File: config.mk
export PLATFORM = sky130hd
export DESIGN_NAME = gregorian_date_from_day_number
export DESIGN_NICKNAME = d
export VERILOG_FILES = /design/src/gregdt_pkg.sv /design/src/gregdt_div400.sv /design/src/gregorian_date_from_day_number.sv
export SDC_FILE = /design/constraint.sdc
export NUM_CORES = 2
export LEC_CHECK = 0
export BUFFER_PORTS_ARGS = -buffer_cell sky130_fd_sc_hd__buf_4
export CAP_MARGIN = 15
export CORE_MARGIN = 5
export CORE_UTILIZATION = 60
export DETAILED_ROUTE_END_ITERATION = 7
export PLACE_DENSITY = 0.78
export SLEW_MARGIN = 20
export SYNTH_ARGS = -nofsm -noshare
export SYNTH_HDL_FRONTEND = slang
export SYNTH_SLANG_ARGS = --single-unit
File: constraint.sdc
create_clock -name i_clk -period 7.9 [get_ports i_clk]
set_clock_uncertainty 0.15 [all_clocks]
set_input_delay 0 -clock i_clk [delete_from_list [all_inputs] [get_ports i_clk]]
set_output_delay 0 -clock i_clk [all_outputs]
set_load 0.1 [all_outputs]
File: src/gregdt_pkg.sv
`timescale 1ns / 1ps
`default_nettype none

package gregdt_pkg;

    // cycle lengths in days
    localparam logic [17:0] C_CYC400 = 18'd146097;
    localparam logic [15:0] C_CYC100 = 16'd36524;
    localparam logic [10:0] C_CYC4   = 11'd1461;
    localparam logic [8:0]  C_CYC1   = 9'd365;

    // bias so that the biased day count is never negative
    localparam logic [15:0] C_BIAS_CYC = 16'd14700;
    localparam logic [32:0] C_BIAS_M1  = 33'd2147625899;   // 14700 * 146097 - 1

    // reciprocals: floor(2^37 / 146097), ceil(2^26 / 1461), ceil(2^24 / 367)
    localparam logic [19:0] C_K400  = 20'd940737;
    localparam logic [15:0] C_K4    = 16'd45934;
    localparam logic [15:0] C_KMON  = 16'd45715;

    localparam logic [12:0] C_MON_OFS = 13'd373;

    typedef struct packed {
        logic              valid;
        logic signed [15:0] n400;
        logic [17:0]        rem;
    } t_div400;

    // days from 1 january to the first of month m
    function automatic logic [8:0] f_days_before(input logic [3:0] m, input logic leap);
        logic [8:0] base;
        logic [8:0] adj;
        begin
            case (m)
                4'd1:    base = 9'd0;
                4'd2:    base = 9'd31;
                4'd3:    base = 9'd61;
                4'd4:    base = 9'd92;
                4'd5:    base = 9'd122;
                4'd6:    base = 9'd153;
                4'd7:    base = 9'd183;
                4'd8:    base = 9'd214;
                4'd9:    base = 9'd245;
                4'd10:   base = 9'd275;
                4'd11:   base = 9'd306;
                4'd12:   base = 9'd336;
                default: base = 9'd0;
            endcase
            if (m > 4'd2) begin
                adj = leap ? 9'd1 : 9'd2;
            end else begin
                adj = 9'd0;
            end
            f_days_before = base - adj;
        end
    endfunction

endpackage

`default_nettype wire

File: src/gregdt_div400.sv
`timescale 1ns / 1ps
`default_nettype none

// floor division of (day - 1) by the 400-year cycle, four register stages
module gregdt_div400
    import gregdt_pkg::*;
(
    input  wire logic               i_clk,
    input  wire logic               i_rst_n,
    input  wire logic               i_valid,
    input  wire logic signed [31:0] i_day_number,
    output t_div400                 o_res
);

    logic        r1_valid, r2_valid, r3_valid, r4_valid;
    logic [32:0] r1_u, r2_u, r3_u;
    logic [45:0] r2_p;
    logic [14:0] r3_q;
    logic [32:0] r3_m;
    logic signed [15:0] r4_n400;
    logic [17:0] r4_rem;

    logic [32:0] n_u;
    logic [45:0] n_p;
    logic [14:0] w_qest;
    logic [32:0] n_m;
    logic [32:0] w_diff;
    logic [18:0] w_r;
    logic [15:0] w_q;
    logic [17:0] n_rem;
    logic [15:0] n_n400;

    always_comb begin
        n_u    = {i_day_number[31], i_day_number} + C_BIAS_M1;
        n_p    = {20'd0, r1_u[32:7]} * {26'd0, C_K400};
        w_qest = r2_p[44:30];
        n_m    = {18'd0, w_qest} * {15'd0, C_CYC400};
        // estimate is low by at most one cycle
        w_diff = r3_u - r3_m;
        w_r    = w_diff[18:0];
        if (w_r >= {1'b0, C_CYC400}) begin
            n_rem = 18'(w_r - {1'b0, C_CYC400});
            w_q   = {1'b0, r3_q} + 16'd1;
        end else begin
            n_rem = w_r[17:0];
            w_q   = {1'b0, r3_q};
        end
        n_n400 = w_q - C_BIAS_CYC;
    end

    always_ff @(posedge i_clk) begin
        if (!i_rst_n) begin
            r1_valid <= 1'b0;
            r2_valid <= 1'b0;
            r3_valid <= 1'b0;
            r4_valid <= 1'b0;
        end else begin
            r1_valid <= i_valid;
            r2_valid <= r1_valid;
            r3_valid <= r2_valid;
            r4_valid <= r3_valid;
        end
    end

    always_ff @(posedge i_clk) begin
        r1_u    <= n_u;
        r2_u    <= r1_u;
        r2_p    <= n_p;
        r3_u    <= r2_u;
        r3_q    <= w_qest;
        r3_m    <= n_m;
        r4_n400 <= n_n400;
        r4_rem  <= n_rem;
    end

    assign o_res.valid = r4_valid;
    assign o_res.n400  = r4_n400;
    assign o_res.rem   = r4_rem;

    a_rem_range: assert property (@(posedge i_clk) disable iff (!i_rst_n)
        r4_valid |-> r4_rem < C_CYC400)
        else $error("remainder not below one 400-year cycle");

    a_est_close: assert property (@(posedge i_clk) disable iff (!i_rst_n)
        r3_valid |-> (r3_u - r3_m) < {14'd0, C_CYC400, 1'b0})
        else $error("quotient estimate off by more than one");

    a_n400_range: assert property (@(posedge i_clk) disable iff (!i_rst_n)
        r4_valid |-> (r4_n400 >= -16'sd14700) && (r4_n400 <= 16'sd14700))
        else $error("400-year cycle count out of range");

endmodule

`default_nettype wire

File: src/gregorian_date_from_day_number.sv
`timescale 1ns / 1ps
`default_nettype none

// converts a signed fixed day number (day 1 = 0001-01-01, proleptic gregorian)
// into year, month and day of month. fully pipelined: one day number can be
// started every clock cycle, busy is always low, and each result appears with
// o_done once its start beat has passed through the registered stages. the
// stages hold reciprocal multiplies for the 400-year, 4-year and month divisions;
// only the 400-year division is followed by a correction stage. results cannot be
// held off: sample them in the o_done cycle.
module gregorian_date_from_day_number
    import gregdt_pkg::*;
(
    input  wire logic               i_clk,
    input  wire logic               i_rst_n,
    input  wire logic               start,
    output logic                    busy,
    input  wire logic signed [31:0] i_day_number,
    output logic                    o_done,
    output logic signed [23:0]      o_year,
    output logic [3:0]              o_month,
    output logic [4:0]              o_day_of_month
);

    t_div400 w_div;

    gregdt_div400 u_div400 (
        .i_clk        (i_clk),
        .i_rst_n      (i_rst_n),
        .i_valid      (start),
        .i_day_number (i_day_number),
        .o_res        (w_div)
    );

    assign busy = 1'b0;

    // stage registers
    logic               r5_valid, r6_valid, r7_valid, r8_valid, r9_valid, r10_valid;
    logic signed [15:0] r5_n400, r6_n400, r7_n400;
    logic [2:0]         r5_n100, r6_n100, r7_n100;
    logic [15:0]        r5_d2, r6_d2, r7_d2;
    logic [31:0]        r6_p4;
    logic [4:0]         r7_n4;
    logic [15:0]        r7_m4;
    logic [23:0]        r8_yb;
    logic [2:0]         r8_n1;
    logic               r8_special, r8_leap;
    logic [8:0]         r8_prior, r9_prior, r10_prior;
    logic [23:0]        r9_year, r10_year;
    logic               r9_leap, r10_leap;
    logic [12:0]        r9_x;
    logic [28:0]        r10_pm;
    logic               r_done;
    logic [23:0]        r_year;
    logic [3:0]         r_month;
    logic [4:0]         r_day;

    // next values
    logic [2:0]  n_n100;
    logic [17:0] w_d2full;
    logic [15:0] n_d2;
    logic [31:0] n_p4;
    logic [4:0]  w_n4;
    logic [15:0] n_m4;
    logic [15:0] w_d3full;
    logic [10:0] w_d3;
    logic [2:0]  n_n1;
    logic        n_special, n_leap;
    logic [8:0]  n_prior;
    logic [23:0] n_yb;
    logic [23:0] w_n400x;
    logic [23:0] n_year;
    logic [8:0]  w_leapthr;
    logic [8:0]  w_corr;
    logic [8:0]  w_pc;
    logic [12:0] n_x;
    logic [28:0] n_pm;
    logic [3:0]  w_month;
    logic [8:0]  w_dayfull;

    always_comb begin
        // 100-year cycles within the 400-year cycle, 0 to 4
        if (w_div.rem >= 18'd146096) begin
            n_n100 = 3'd4;
        end else if (w_div.rem >= 18'd109572) begin
            n_n100 = 3'd3;
        end else if (w_div.rem >= 18'd73048) begin
            n_n100 = 3'd2;
        end else if (w_div.rem >= {2'd0, C_CYC100}) begin
            n_n100 = 3'd1;
        end else begin
            n_n100 = 3'd0;
        end
        w_d2full = w_div.rem - 18'({15'd0, n_n100} * {2'd0, C_CYC100});
        n_d2     = w_d2full[15:0];

        n_p4 = {16'd0, r5_d2} * {16'd0, C_K4};

        w_n4 = r6_p4[30:26];
        n_m4 = 16'({11'd0, w_n4} * {5'd0, C_CYC4});

        w_d3full = r7_d2 - r7_m4;
        w_d3     = w_d3full[10:0];
        if (w_d3 >= 11'd1460) begin
            n_n1 = 3'd4;
        end else if (w_d3 >= 11'd1095) begin
            n_n1 = 3'd3;
        end else if (w_d3 >= 11'd730) begin
            n_n1 = 3'd2;
        end else if (w_d3 >= {2'd0, C_CYC1}) begin
            n_n1 = 3'd1;
        end else begin
            n_n1 = 3'd0;
        end
        // last day of a leap cycle stays in the earlier year
        n_special = (r7_n100 == 3'd4) || (n_n1 == 3'd4);
        if (n_special) begin
            n_prior = C_CYC1;
        end else begin
            n_prior = 9'(w_d3 - 11'({8'd0, n_n1} * {2'd0, C_CYC1}));
        end
        n_leap  = n_special ||
                  ((n_n1 == 3'd3) && ((r7_n4 != 5'd24) || (r7_n100 == 3'd3)));
        w_n400x = {{8{r7_n400[15]}}, r7_n400};
        n_yb    = w_n400x * 24'd400 + {21'd0, r7_n100} * 24'd100 + {17'd0, r7_n4, 2'd0};

        n_year    = r8_yb + {21'd0, r8_n1} + {23'd0, !r8_special};
        w_leapthr = 9'd59 + {8'd0, r8_leap};
        if (r8_prior < w_leapthr) begin
            w_corr = 9'd0;
        end else begin
            w_corr = r8_leap ? 9'd1 : 9'd2;
        end
        w_pc = r8_prior + w_corr;
        n_x  = 13'({4'd0, w_pc} * 13'd12) + C_MON_OFS;

        n_pm = {16'd0, r9_x} * {13'd0, C_KMON};

        w_month   = r10_pm[27:24];
        w_dayfull = r10_prior + 9'd1 - f_days_before(w_month, r10_leap);
    end

    always_ff @(posedge i_clk) begin
        if (!i_rst_n) begin
            r5_valid  <= 1'b0;
            r6_valid  <= 1'b0;
            r7_valid  <= 1'b0;
            r8_valid  <= 1'b0;
            r9_valid  <= 1'b0;
            r10_valid <= 1'b0;
            r_done    <= 1'b0;
        end else begin
            r5_valid  <= w_div.valid;
            r6_valid  <= r5_valid;
            r7_valid  <= r6_valid;
            r8_valid  <= r7_valid;
            r9_valid  <= r8_valid;
            r10_valid <= r9_valid;
            r_done    <= r10_valid;
        end
    end

    always_ff @(posedge i_clk) begin
        r5_n400    <= w_div.n400;
        r5_n100    <= n_n100;
        r5_d2      <= n_d2;
        r6_n400    <= r5_n400;
        r6_n100    <= r5_n100;
        r6_d2      <= r5_d2;
        r6_p4      <= n_p4;
        r7_n400    <= r6_n400;
        r7_n100    <= r6_n100;
        r7_d2      <= r6_d2;
        r7_n4      <= w_n4;
        r7_m4      <= n_m4;
        r8_yb      <= n_yb;
        r8_n1      <= n_n1;
        r8_special <= n_special;
        r8_leap    <= n_leap;
        r8_prior   <= n_prior;
        r9_year    <= n_year;
        r9_leap    <= r8_leap;
        r9_prior   <= r8_prior;
        r9_x       <= n_x;
        r10_year   <= r9_year;
        r10_leap   <= r9_leap;
        r10_prior  <= r9_prior;
        r10_pm     <= n_pm;
        r_year     <= r10_year;
        r_month    <= w_month;
        r_day      <= w_dayfull[4:0];
    end

    assign o_done         = r_done;
    assign o_year         = r_year;
    assign o_month        = r_month;
    assign o_day_of_month = r_day;

    a_prior_range: assert property (@(posedge i_clk) disable iff (!i_rst_n)
        r8_valid |-> r8_prior <= C_CYC1)
        else $error("day of year out of range");

    a_month_day: assert property (@(posedge i_clk) disable iff (!i_rst_n)
        o_done |-> (o_month >= 4'd1) && (o_month <= 4'd12) && (o_day_of_month != 5'd0))
        else $error("month or day of month out of range");

    a_short_month: assert property (@(posedge i_clk) disable iff (!i_rst_n)
        o_done && (o_month == 4'd2) |-> o_day_of_month <= 5'd29)
        else $error("february longer than 29 days");

    a_thirty: assert property (@(posedge i_clk) disable iff (!i_rst_n)
        o_done && ((o_month == 4'd4) || (o_month == 4'd6) || (o_month == 4'd9) ||
                   (o_month == 4'd11)) |-> o_day_of_month <= 5'd30)
        else $error("thirty-day month overflow");

endmodule

`default_nettype wire

==> metrics <==
status=finished, final reports clean; global-route wire length before repair=approximately 120 mm; layout cell share with drive strength beyond 1=under 10%; Max Cap Viol=0; post-route ant nets=0; largest net degree at the start of global routing=22; global route overflow=0; initial antenna violation count=0; critical path type=flip-flop to flip-flop; Cells after Synth=3348; Post-Layout Cell Count=4329; Syn Area/Cell=10.4 um^2; total clock buffers created by CTS=45; nets=4599; filler instances=4270; Core ar.=about 57000 um^2; minimum clock period=around 7.5 ns; setup repair bufs after CTS=0; Pins Over Slew Limit=0; Core Rows=88; final hold vios=0; # IOs=70; Unique masters post-synth=between 90 and 100; Clock Latency Late Sink=0.59 ns; Synth warnings=0; H-tree lvl count=2; Synth top area share=24.5%; CTS tree=built; sequential cell area fraction in the yosys report=about a quarter; Min-Delay Path Class=input pin to flip-flop; Worst R2R Start=u_div400.r1_u[12]$_DFF_P_; area growth from synthesis to layout=10.7%; Port Buffers=68; EDFF count, synth=0; RSZ-0062 raised after global routing=false; die footprint=62800 um^2; crit path DAT=7.84 ns; number of diodes=0; CP startpoint kind=flip-flop; vias in the first global route=24.5k; gp weighted congestion=~0.96; part of the cycle the worst path needs=94.4%; Clock transition at path regs=0.07 ns; clk sinks=424; CP Capture Type=flip-flop; Initial Util=60.4%; vias post-DR=22.9k; Slew HR=47.6%; Max Root-Sink Buffers=3; die span in y=between 200 and 300 um; Yosys top cell by area=dfxtp_1; most numerous cell in the Yosys netlist=inv_1; fraction of registers with async set/reset=0%; post-DP HPWL=53.9 mm; crit-path max FO=6; setup TNS=0 ns; placed cells=about 4.2k; cts hold-fix bufs=78; final WL=around 67 mm; Residual DRC=0; Top FF cell, synth=dfxtp_1; post-CTS sizing=0; final setup violation count=0; Post-Syn Area=34700 um^2; hold path startpoint=i_day_number[0]; flops & latches, synth=around 420; Slew @ Worst Pin=0.780 ns; WL per Instance=approximately 16 um; clock root buffer=clkbuf_16; Max Clock Freq=between 100 and 150 MHz; Pre-antenna DRT Iters=5; Via density=5.28; initial DRC count=1018; Commonest cells post-synth=inv_1, ha_1, dfxtp_1; CP required=8.28 ns; Die W=251 um; GRT Overall Usage=22.2%; critical path startpoint=u_div400.r1_u[12]$_DFF_P_; ranking of synthesized cells by area=dfxtp_1, ha_1, fa_1
[per-stage QoR]
stage                     hold slack [ns]  instance area (um^2)  setup WS, ns  util, %
final                              0.0510                 38400         0.439     66.9
after detailed placement           0.0322                 36100         0.494     62.9
after floorplan                   -0.0734                 34700          1.09        -
after global routing               0.0558                 38400       0.00549     66.9
after global placement             0.0316                 36100         0.575     62.9
after CTS                          0.0228                 38400         0.438     66.9
[layer usage]
layer | vias up | global-route usage [%] | share of wire (%)
met3 | 177 | 3.74 | 4.9
met2 | 495 | 39.3 | 50
met4 | 0 | 7.87 | 3.8
li1 | 11200 | - | -
met5 | - | 0 | 0
met1 | 11000 | 27.4 | 41
[critical path: stages (launching register included)]
cell	delay, ns
dfxtp_1	0.51
inv_1	0.18
fa_1	0.55
inv_1	0.05
fa_1	0.49
inv_1	0.05
fa_1	0.50
fa_1	0.52
fa_1	0.57
inv_1	0.06
fa_1	0.53
inv_1	0.05
fa_1	0.49
inv_1	0.04
ha_1	0.30
a21o_1	0.18
a21o_1	0.16
a21o_1	0.17
a21o_1	0.17
a21oi_1	0.18
o22ai_1	0.10
o21ai_0	0.33
a311oi_1	0.22
o21a_1	0.24
o21a_1	0.21
nor4_1	0.25
a311o_1	0.15
[sequential cells by signal, summed over array words and instances (netlist names), 11 cells and up, named ones only]
register and cells:
u_div400.r1_u 33, o_year 24, r10_year 24, r9_year 24
r8_yb 22, u_div400.r2_u 19, u_div400.r3_u 19, u_div400.r4_rem 18
r5_d2 16, r5_n400 16, r6_n400 16, r7_n400 16
u_div400.r4_n400 16, u_div400.r2_p 15, u_div400.r3_m 15, u_div400.r3_q 15
r6_d2 11, r7_d2 11, r7_m4 11, r9_x 11
[cells by family (layout without fill, tap and decap cells)]
kind of cell	Yosys count	count (layout)	share of synthesized area (%)
buf+inv	768	981	8.37
mux	8	8	0.234
simple gates	472	472	7.07
fa+ha+maj	1033	1033	45.6
xor+xnor	251	251	6.42
compound gates	390	390	7.81
flops	424	424	24.5
other cells	2	5	0.0216
[final cells by class]
cell class	instances	area [um^2]	share of cell area (%)
timing repair buffer	154	1350	3.52
sequential	424	8490	22.1
clock inverter	24	279	0.726
tap	765	957	2.49
clock buffer	56	1230	3.19
inverter	747	2800	7.30
multi-input combinational	2159	23300	60.7
[final timing paths]
kind                            slack [ns]  cells past startpoint                   endpoint
worst max-delay path                  0.44                     26  u_div400.r2_p[44]$_DFF_P_
worst min register to register        0.17                      0        r6_n400[11]$_DFF_P_
worst max register to register        0.44                     26  u_div400.r2_p[44]$_DFF_P_
worst min-delay path                  0.05                      3   u_div400.r1_u[0]$_DFF_P_
[cells in the final DEF, fill, tap and decap left out, drive strengths merged, types with 7 or more instances in the layout]
cell	count
inv	755
nor2b	26
clkinv	11
buf	76
o211ai	13
o21a	22
nor4	12
nand3	51
o21bai	22
nor3	33
a311oi	8
dlygate4sd3	78
a31oi	16
a21oi	97
and3	19
clkbuf	56
and2	30
o21ai	70
a21o	55
mux2i	7
or3	10
a21boi	8
nand2b	27
nand4	19
and4	11
nor2	125
xor2	71
xnor2	180
ha	646
or2	13
a211oi	14
dfxtp	424
nand2	79
fa	387
Power is not shown: default switching activity piles up to over one toggle a cycle in this logic, so the estimate is an artifact.
